**src/hw/rtl/rth_pkg.sv**
```systemverilog
// Package with the shared types, constants and the divider step of the RGB to HSV pipeline.
`default_nettype none

package rth_pkg;

  localparam int unsigned CompW = 8;
  localparam int unsigned QuotW = 16;
  localparam int unsigned HueW = 15;
  localparam int unsigned SelW = 11;
  localparam int unsigned NumW = CompW + QuotW;
  localparam int unsigned DivStepsPerStage = 4;
  localparam int unsigned DivStages = QuotW / DivStepsPerStage;

  typedef enum logic [1:0] {
    SelRedPos,
    SelRedNeg,
    SelGreen,
    SelBlue
  } hue_sel_e;

  typedef struct packed {
    logic [CompW-1:0] rem;
    logic [QuotW-1:0] lo;
    logic [CompW-1:0] dv;
  } div_lane_t;

  typedef struct packed {
    div_lane_t        hue;
    div_lane_t        sat;
    logic [CompW-1:0] value;
    logic             eof;
  } div_t;

  // One restoring division step: the remainder stays below the divisor, and the
  // low word shifts out dividend bits and takes in quotient bits.
  function automatic div_lane_t div_step(div_lane_t l);
    div_lane_t      res;
    logic [CompW:0] trial;
    logic [CompW:0] diff;
    res   = l;
    trial = {l.rem, l.lo[QuotW-1]};
    diff  = trial - {1'b0, l.dv};
    if (trial >= {1'b0, l.dv}) begin
      res.rem = diff[CompW-1:0];
      res.lo  = {l.lo[QuotW-2:0], 1'b1};
    end else begin
      res.rem = trial[CompW-1:0];
      res.lo  = {l.lo[QuotW-2:0], 1'b0};
    end
    return res;
  endfunction

endpackage

`default_nettype wire

```
**src/hw/rtl/rth_pix_if.sv**
```systemverilog
// Interface of the input channel that carries one RGB pixel word.
`default_nettype none

interface rth_pix_if;
  logic       valid;
  logic       ready;
  logic [7:0] blue;
  logic [7:0] green;
  logic [7:0] red;
  logic       end_of_frame;

  modport source(output valid, output blue, output green, output red,
                 output end_of_frame, input ready);
  modport sink(input valid, input blue, input green, input red,
               input end_of_frame, output ready);
endinterface

`default_nettype wire

```
**src/hw/rtl/rth_hsv_if.sv**
```systemverilog
// Interface of the output channel that carries one HSV word.
`default_nettype none

interface rth_hsv_if;
  logic        valid;
  logic        ready;
  logic [14:0] hue;
  logic [15:0] saturation;
  logic [7:0]  value;
  logic        end_of_frame_out;

  modport source(output valid, output hue, output saturation, output value,
                 output end_of_frame_out, input ready);
  modport sink(input valid, input hue, input saturation, input value,
               input end_of_frame_out, output ready);
endinterface

`default_nettype wire

```
**src/hw/rtl/rth_div_stage.sv**
```systemverilog
// One pipeline stage of the two-lane divider, four quotient bits per lane.
`default_nettype none

module rth_div_stage
  import rth_pkg::*;
(
  input  wire logic clk_i,
  input  wire logic rst_ni,
  input  wire logic valid_i,
  output logic      ready_o,
  input  wire div_t data_i,
  output logic      valid_o,
  input  wire logic ready_i,
  output div_t      data_o
);

  logic valid_q;
  div_t data_q;
  div_t data_d;

  always_comb begin
    data_d = data_i;
    for (int unsigned i = 0; i < DivStepsPerStage; i++) begin
      data_d.hue = div_step(data_d.hue);
      data_d.sat = div_step(data_d.sat);
    end
  end

  assign ready_o = !valid_q || ready_i;

  always_ff @(posedge clk_i or negedge rst_ni) begin
    if (!rst_ni) begin
      valid_q <= 1'b0;
    end else if (ready_o) begin
      valid_q <= valid_i;
    end
  end

  always_ff @(posedge clk_i) begin
    if (valid_i && ready_o) begin
      data_q <= data_d;
    end
  end

  assign valid_o = valid_q;
  assign data_o  = data_q;

endmodule

`default_nettype wire

```
**src/hw/rtl/rgb_to_hsv_pixel.sv**
```systemverilog
// Top level of the pipelined RGB to HSV pixel converter.
`default_nettype none

// Channel  Dir  Word
// pix_i    in   blue, green, red (8 bits each), end_of_frame
// hsv_o    out  hue (15 bits), saturation (16 bits), value (8 bits), end_of_frame_out
//
// One pixel enters per cycle while the output is not stalled.
// Two stages find max, min and the hue numerator, then four stages each
// resolve four quotient bits of the hue and saturation divisions.
// A stage advances when it is empty or the next one advances, so a stall
// holds every word in place. Reset empties the pipeline.

module rgb_to_hsv_pixel
  import rth_pkg::*;
(
  input wire logic clk_i,
  input wire logic rst_ni,
  rth_pix_if.sink   pix_i,
  rth_hsv_if.source hsv_o
);

  typedef struct packed {
    logic [CompW-1:0] red;
    logic [CompW-1:0] green;
    logic [CompW-1:0] blue;
    logic [CompW-1:0] mx;
    logic [CompW-1:0] dif;
    hue_sel_e         sel;
    logic             eof;
  } st1_t;

  logic             s1_valid_q;
  st1_t             s1_q;
  st1_t             s1_d;
  logic             s1_ready;
  logic [CompW-1:0] mx_ab;
  logic [CompW-1:0] mn_ab;

  logic             s2_valid_q;
  div_t             s2_q;
  div_t             s2_d;
  logic             s2_ready;
  logic [SelW-1:0]  k_w;
  logic [SelW-1:0]  d_w;
  logic [NumW-1:0]  hue_num;
  logic [NumW-1:0]  sat_num;

  logic             dv_valid [DivStages+1];
  logic             dv_ready [DivStages+1];
  div_t             dv_data  [DivStages+1];

  // Stage one: largest, smallest and which component leads.
  always_comb begin
    mx_ab = (pix_i.blue > pix_i.green) ? pix_i.blue : pix_i.green;
    mn_ab = (pix_i.blue < pix_i.green) ? pix_i.blue : pix_i.green;
    s1_d.red   = pix_i.red;
    s1_d.green = pix_i.green;
    s1_d.blue  = pix_i.blue;
    s1_d.mx    = (mx_ab > pix_i.red) ? mx_ab : pix_i.red;
    s1_d.dif   = s1_d.mx - ((mn_ab < pix_i.red) ? mn_ab : pix_i.red);
    s1_d.eof   = pix_i.end_of_frame;
    if (pix_i.red == s1_d.mx) begin
      s1_d.sel = (pix_i.green >= pix_i.blue) ? SelRedPos : SelRedNeg;
    end else if (pix_i.green == s1_d.mx) begin
      s1_d.sel = SelGreen;
    end else begin
      s1_d.sel = SelBlue;
    end
  end

  assign s1_ready    = !s1_valid_q || s2_ready;
  assign pix_i.ready = s1_ready;

  always_ff @(posedge clk_i or negedge rst_ni) begin
    if (!rst_ni) begin
      s1_valid_q <= 1'b0;
    end else if (s1_ready) begin
      s1_valid_q <= pix_i.valid;
    end
  end

  always_ff @(posedge clk_i) begin
    if (pix_i.valid && s1_ready) begin
      s1_q <= s1_d;
    end
  end

  // Stage two: numerators of both divisions; a zero divisor becomes one so the
  // quotient comes out zero.
  always_comb begin
    d_w = {{(SelW-CompW){1'b0}}, s1_q.dif};
    unique case (s1_q.sel)
      SelRedPos: k_w = {{(SelW-CompW){1'b0}}, s1_q.green}
                       - {{(SelW-CompW){1'b0}}, s1_q.blue};
      SelRedNeg: k_w = (d_w << 2) + (d_w << 1) + {{(SelW-CompW){1'b0}}, s1_q.green}
                       - {{(SelW-CompW){1'b0}}, s1_q.blue};
      SelGreen:  k_w = (d_w << 1) + {{(SelW-CompW){1'b0}}, s1_q.blue}
                       - {{(SelW-CompW){1'b0}}, s1_q.red};
      SelBlue:   k_w = (d_w << 2) + {{(SelW-CompW){1'b0}}, s1_q.red}
                       - {{(SelW-CompW){1'b0}}, s1_q.green};
      default:   k_w = '0;
    endcase
    hue_num = ({{(NumW-SelW){1'b0}}, k_w} << 12) - ({{(NumW-SelW){1'b0}}, k_w} << 8);
    sat_num = ({{(NumW-CompW){1'b0}}, s1_q.dif} << QuotW)
              - {{(NumW-CompW){1'b0}}, s1_q.dif};
    s2_d.hue.rem = hue_num[NumW-1:QuotW];
    s2_d.hue.lo  = hue_num[QuotW-1:0];
    s2_d.hue.dv  = (s1_q.dif == '0) ? CompW'(1) : s1_q.dif;
    s2_d.sat.rem = sat_num[NumW-1:QuotW];
    s2_d.sat.lo  = sat_num[QuotW-1:0];
    s2_d.sat.dv  = (s1_q.mx == '0) ? CompW'(1) : s1_q.mx;
    s2_d.value   = s1_q.mx;
    s2_d.eof     = s1_q.eof;
  end

  assign s2_ready = !s2_valid_q || dv_ready[0];

  always_ff @(posedge clk_i or negedge rst_ni) begin
    if (!rst_ni) begin
      s2_valid_q <= 1'b0;
    end else if (s2_ready) begin
      s2_valid_q <= s1_valid_q;
    end
  end

  always_ff @(posedge clk_i) begin
    if (s1_valid_q && s2_ready) begin
      s2_q <= s2_d;
    end
  end

  assign dv_valid[0] = s2_valid_q;
  assign dv_data[0]  = s2_q;

  for (genvar s = 0; s < DivStages; s++) begin : g_div
    rth_div_stage u_stage (
      .clk_i  (clk_i),
      .rst_ni (rst_ni),
      .valid_i(dv_valid[s]),
      .ready_o(dv_ready[s]),
      .data_i (dv_data[s]),
      .valid_o(dv_valid[s+1]),
      .ready_i(dv_ready[s+1]),
      .data_o (dv_data[s+1])
    );
  end

  assign dv_ready[DivStages]    = hsv_o.ready;
  assign hsv_o.valid            = dv_valid[DivStages];
  assign hsv_o.hue              = dv_data[DivStages].hue.lo[HueW-1:0];
  assign hsv_o.saturation       = dv_data[DivStages].sat.lo;
  assign hsv_o.value            = dv_data[DivStages].value;
  assign hsv_o.end_of_frame_out = dv_data[DivStages].eof;

endmodule

`default_nettype wire
```
**src/flat_wrapper.sv**
```systemverilog
// flat-port wrapper written by rule: the top's interface ports become plain ports
module rgb_to_hsv_pixel_flat import rth_pkg::*;
  (clk_i, rst_ni, pix_i_valid, pix_i_blue, pix_i_green, pix_i_red, pix_i_end_of_frame, pix_i_ready, hsv_o_valid, hsv_o_hue, hsv_o_saturation, hsv_o_value, hsv_o_end_of_frame_out, hsv_o_ready);
  rth_pix_if pix_i_i ();
  rth_hsv_if hsv_o_i ();
  input wire logic clk_i;
  input wire logic rst_ni;
  input wire logic [$bits(pix_i_i.valid)-1:0] pix_i_valid;
  input wire logic [$bits(pix_i_i.blue)-1:0] pix_i_blue;
  input wire logic [$bits(pix_i_i.green)-1:0] pix_i_green;
  input wire logic [$bits(pix_i_i.red)-1:0] pix_i_red;
  input wire logic [$bits(pix_i_i.end_of_frame)-1:0] pix_i_end_of_frame;
  output wire logic [$bits(pix_i_i.ready)-1:0] pix_i_ready;
  output wire logic [$bits(hsv_o_i.valid)-1:0] hsv_o_valid;
  output wire logic [$bits(hsv_o_i.hue)-1:0] hsv_o_hue;
  output wire logic [$bits(hsv_o_i.saturation)-1:0] hsv_o_saturation;
  output wire logic [$bits(hsv_o_i.value)-1:0] hsv_o_value;
  output wire logic [$bits(hsv_o_i.end_of_frame_out)-1:0] hsv_o_end_of_frame_out;
  input wire logic [$bits(hsv_o_i.ready)-1:0] hsv_o_ready;
  assign pix_i_i.valid = pix_i_valid;
  assign pix_i_i.blue = pix_i_blue;
  assign pix_i_i.green = pix_i_green;
  assign pix_i_i.red = pix_i_red;
  assign pix_i_i.end_of_frame = pix_i_end_of_frame;
  assign pix_i_ready = pix_i_i.ready;
  assign hsv_o_valid = hsv_o_i.valid;
  assign hsv_o_hue = hsv_o_i.hue;
  assign hsv_o_saturation = hsv_o_i.saturation;
  assign hsv_o_value = hsv_o_i.value;
  assign hsv_o_end_of_frame_out = hsv_o_i.end_of_frame_out;
  assign hsv_o_i.ready = hsv_o_ready;
  rgb_to_hsv_pixel u_core (.clk_i(clk_i), .rst_ni(rst_ni), .pix_i(pix_i_i), .hsv_o(hsv_o_i));
endmodule
```
**config.mk**
```make
export PLATFORM = sky130hd
export DESIGN_NAME = rgb_to_hsv_pixel_flat
export DESIGN_NICKNAME = d
export VERILOG_FILES = /design/src/hw/rtl/rth_pkg.sv /design/src/hw/rtl/rth_pix_if.sv /design/src/hw/rtl/rth_hsv_if.sv /design/src/hw/rtl/rth_div_stage.sv /design/src/hw/rtl/rgb_to_hsv_pixel.sv /design/src/flat_wrapper.sv
export SDC_FILE = /design/constraint.sdc
export NUM_CORES = 1
export LEC_CHECK = 0
export BUFFER_PORTS_ARGS = -buffer_cell sky130_fd_sc_hd__buf_2
export CAP_MARGIN = 15
export CORE_MARGIN = 4
export CORE_UTILIZATION = 50
export DETAILED_ROUTE_END_ITERATION = 10
export PLACE_DENSITY = 0.65
export SKIP_CTS_REPAIR_TIMING = 1
export SYNTH_ARGS = -nofsm -noshare
export SYNTH_HDL_FRONTEND = slang
export SYNTH_SLANG_ARGS = --single-unit
```
**constraint.sdc**
```tcl
create_clock -name clk_i -period 20.3 [get_ports clk_i]
set_input_delay 2.03 -clock clk_i [delete_from_list [all_inputs] [get_ports clk_i]]
set_output_delay 2.03 -clock clk_i [all_outputs]
set_load 0.01 [all_outputs]
```
[After elaboration in Yosys (flattened, before gate mapping)]
Index checks and enable logic that the tools add are counted.
Operators by class
  add/subtract/negate cells: 41
  magnitude comparators: 37
  equal/unequal tests: 5
  muxes and demuxes: 40
  reductions and logical operators: 21
Operators by type and width (number)
  24-bit 2-to-1 mux: 30
  9-bit by 8-bit greater-or-equal comparator with 1-bit output: 32
  8-bit subtractor: 31
  11-bit one-hot mux with 4 select lines: 1
  11-bit by 8-bit subtractor with 11-bit output: 3
  8-bit 2-to-1 mux: 4
  23-bit by 19-bit subtractor with 24-bit output: 1
  24-bit by 8-bit subtractor with 24-bit output: 1
  8-bit equality test: 2
  8-bit > comparator: 2
  8-bit logical NOT: 2
  8-bit < comparator: 2
  10-bit by 8-bit adder with 11-bit output: 1
  10-bit by 9-bit adder with 11-bit output: 1
  11-bit by 8-bit adder with 11-bit output: 1
  9-bit by 8-bit adder with 10-bit output: 1
  8-bit by 8-bit subtractor with 9-bit output: 1
  8-bit greater-or-equal comparator: 1
  1-bit logical AND: 6
  1-bit logical NOT: 6
  1-bit logical OR: 6
  2-bit equality test (second input constant): 2
  1-bit 2-to-1 mux: 4
  2-bit by 1-bit equality test with 1-bit output (second input constant): 1
  2 further kinds: 2
Storage, ports and cells
  bits in registers: 381
  input port bits: 29

[Longest topological paths before layout]
  depth in word-level cells: 8
  depth in mapped cells: 42

[Hierarchy]
A second synthesis with hierarchy kept.
Second synthesis, totals
  cells, all modules: 2949
  area, all modules: 31569.0 sq um
Modules (own cells, without submodules)
  rgb_to_hsv_pixel: times used 1, cells each 794, area an instance 8303.0 sq um
  rth_div_stage at u_core.g_div[1].u_stage: times used 1, cells each 588, area an instance 6164.7 sq um
  rth_div_stage at u_core.g_div[3].u_stage: times used 1, cells each 518, area an instance 5808.1 sq um
  rth_div_stage at u_core.g_div[0].u_stage: times used 1, cells each 537, area an instance 5667.9 sq um
  rth_div_stage at u_core.g_div[2].u_stage: times used 1, cells each 512, area an instance 5625.4 sq um

[Worst setup path after synthesis]
Ideal clock, no wire load.
  path kind: register to register
  from: register u_core.g_div[1].u_stage.data_q (netlist bit u_core.g_div[1].u_stage.data_o[10])
  to: register u_core.g_div[2].u_stage.data_q (netlist bit u_core.g_div[2].u_stage.data_o[34]), data pin
  setup time: 258 ps
  arrival time: 8302 ps
  data required time: 20042 ps
  slack: 11740 ps
  stages on the path, launching flop included: 37
  buffers on the path: 4
  period minus slack after synthesis: 8560 ps
  cell sequence: edfxtp_1 -> inv_1 -> ha_1 -> nor2b_1 -> o31a_1 -> o31a_1 -> o22a_1 -> a2111oi_4 -> mux2_2 -> ha_1 -> o211ai_1 -> a31oi_1 -> o311ai_0 -> o2111ai_1 -> clkbuf_1 -> a21oi_1 -> ha_1 -> nor2b_1 -> o21ai_0 -> nand2b_1 -> a311oi_1 -> a21oi_1 -> o22ai_1 -> o211a_1 -> buf_6 -> clkbuf_1 -> o21ai_0 -> ha_1 -> a21oi_1 -> o21bai_1 -> nand3_1 -> a31oi_1 -> o21ai_0 -> and3_1 -> clkbuf_1 -> mux2_4 -> o221a_1
RTL lines
  start: declaration: line rth_div_stage.sv:18  | div_t data_q;
  start signal: assignment: line rth_div_stage.sv:41  | data_q <= data_d;
  end signal: assignment: line rth_div_stage.sv:41
  end: declaration: line rth_div_stage.sv:18

==> run metrics <==
root buffer selected by CTS clkbuf_16; crit path max-delay cell type a2111oi_4; Critical Path RT 20.62 ns; Hold Path Class reg2reg; crit-path max cell delay 0.67 ns; Worst slew margin 29.6%; synth unique cells 87; final instance area 31100 um2; Crit Path Category reg2reg; Placeable Area 56600 um2; Final HPWL DP 53600 um; Hold WS 0.406 ns; skew final 0.0219 ns; most frequent cell after synthesis edfxtp_1; All-Layer GR Usage 22.3%; Routed WL 69300 um; Top FF cell, synth edfxtp_1; EDFF count, synth 343; Hold Startpoint u_core.g_div[1].u_stage.data_o[17]; Rows 87; clk_lat worst skew 0.58 ns; Final Hold Vio Count 0; Initial Util 50.7%; CTS tree done; io pins 71; worst min-delay path endpoint u_core.g_div[2].u_stage.data_o[21]; outcome finished, final reports clean; I/O Buffers 70; H-tree depth 2; vias 21700; Seq cells post-synth 349; Cell Area, Placed 29600 um2; clock slew at reported path FFs 0.07 ns; RSZ-0062 raised after global routing no; crit start category register; nets 3345; reg2reg start u_core.g_div[1].u_stage.data_o[10]; crit path capture type register; largest cells by area after synthesis edfxtp_1 36%, ha_1 15%, inv_1 4.1%; Syn Inst Count 2885; worst path arrival time 10.11 ns; sequential cell area fraction in the yosys report 36.4%; R2R depth 36; Sink Count 349; initial drt markers 1353; Die Ht 248 um; Synth top area share 35.9%; # diodes 0; maximum clock rate 102 MHz; clk buf depth 3; area leader, netlist edfxtp_1; CP most frequent cell ha_1; share of cells above drive strength 1 9.52%; Die X-Extent 248 um; Worst-Margin Slew 1.06 ns; Max Cap Viol 0; Async SR Flop Fraction 1.72%; FF-to-FF End u_core.g_div[2].u_stage.data_o[34]; Max Transition Viols Final 0; post-route ant nets 0; hold path depth 0; number of global-route vias before repair 21200; worst-path fanout max 17; fin crit period 9.79 ns; synth warn 0; area of the mapped netlist 28700 um2; Detailed Routing Iterations Pass 1 5; Post-Syn Nets 3303; initial antenna violation count 0; average wire per standard cell 18.6 um; DRC Markers 0; drt via density 5.82; first-pass GRT wire length 111000 um; period utilization 48.2%; setup total negative slack 0 ns; r2r setup slk 10.51 ns; die area 61300 um2; area delta synth->final 8.44%; post-synthesis area per instance 9.95 um2; grt ovf 0; Layout Utilization 55.0%; GPL Wtd Cong 0.906; CTS Buf Count 43; synth cell count leaders 343 x edfxtp_1, 338 x ha_1, 316 x inv_1; largest net degree at the start of global routing 69; final setup fails 0
sequential cells by signal, summed over array words and instances (netlist names):
register	cells
u_core.g_div.u_stage.data_o	236
u_core.s1_valid_q	1
u_core.g_div.u_stage.valid_o	4
u_core.s1_q	35
u_core.s2_valid_q	1
u_core.d_w	8
u_core.dv_data	64
kinds of logic after synthesis:
family | synth area share (%)
buf+inv | 5.87
fa+ha+maj | 18.3
xor+xnor | 5.98
compound gates | 16.1
flops | 36.4
simple gates | 12.8
mux | 4.58
metal layers:
layer	global-route usage [%]	vias to the layer above	share of wire, %
li1	-	10600	-
met1	30.8	10400	46
met2	36.8	532	46
met3	2.65	138	4.4
met4	7.40	0	3.2
met5	0	-	0
worst max path at each step:
stage | from | endpoint | slack (ns)
6_report | u_core.g_div[1].u_stage.data_o[10] | u_core.g_div[2].u_stage.data_o[34] | 10.51
5_1_grt | u_core.g_div[0].u_stage.data_o[42] | u_core.g_div[1].u_stage.data_o[67] | 9.62
4_1_cts | u_core.g_div[1].u_stage.data_o[10] | u_core.g_div[2].u_stage.data_o[34] | 10.53
3_5_place_dp | u_core.g_div[1].u_stage.data_o[10] | u_core.g_div[2].u_stage.data_o[34] | 10.57
3_3_place_gp | u_core.g_div[0].u_stage.data_o[42] | u_core.g_div[1].u_stage.data_o[68] | 10.76
2_1_floorplan | u_core.g_div[1].u_stage.data_o[10] | u_core.g_div[2].u_stage.data_o[34] | 11.74
per-stage QoR:
stage,setup WS (ns),cells
after floorplan,11.74,2885
after global placement,10.76,3638
after detailed placement,10.57,3638
after CTS,10.53,3717
after global routing,9.62,3717
final,10.51,3717
final cells by class:
type	count	area (um2)
clock inverter	28	345
fill	4972	25500
tap	756	946
timing repair buffer	82	440
sequential	349	10500
clock buffer	51	1130
multi-input combinational	2130	16600
inverter	321	1200
cell usage in the layout (no fill, tap or decap), types with 12 or more instances in the layout:
master	netlist	routed
edfxtp_1	343	343
ha_1	338	338
inv_1	316	316
nor2_1	185	185
nand2_1	164	164
o21ai_0	164	164
a21oi_1	158	158
xnor2_1	127	127
mux2_2	73	73
buf_2	2	70
xor2_1	69	69
nand3_1	67	67
nor2b_1	59	58
nor3_1	58	58
a21o_1	56	56
o21a_1	55	55
fa_1	51	51
clkbuf_16	0	44
mux2i_1	41	41
nand2b_1	38	38
nand4_1	36	36
o211ai_1	30	30
or2_2	29	29
and2_1	26	23
or3_1	22	22
a31oi_1	21	20
a211oi_1	19	19
o21bai_1	16	16
o31ai_1	17	16
o2111ai_1	14	14
o31a_1	13	13
a21boi_0	14	13
and3_1	12	12
buf_4	40	12
worst max-delay path, delay by kind of cell (launching register included):
family / cells / cell delay, ns
AO/OA/AOI/OAI: 20 / 5.36
adder cells (fa/ha/maj): 4 / 1.31
AND/OR/NAND/NOR: 7 / 1.12
buffers and inverters: 4 / 0.90
flip-flops: 1 / 0.50
multiplexers: 1 / 0.35
Power is left out: the tool's default activity adds up to more than one toggle a clock period on the data nets, which glitch-free logic cannot reach.
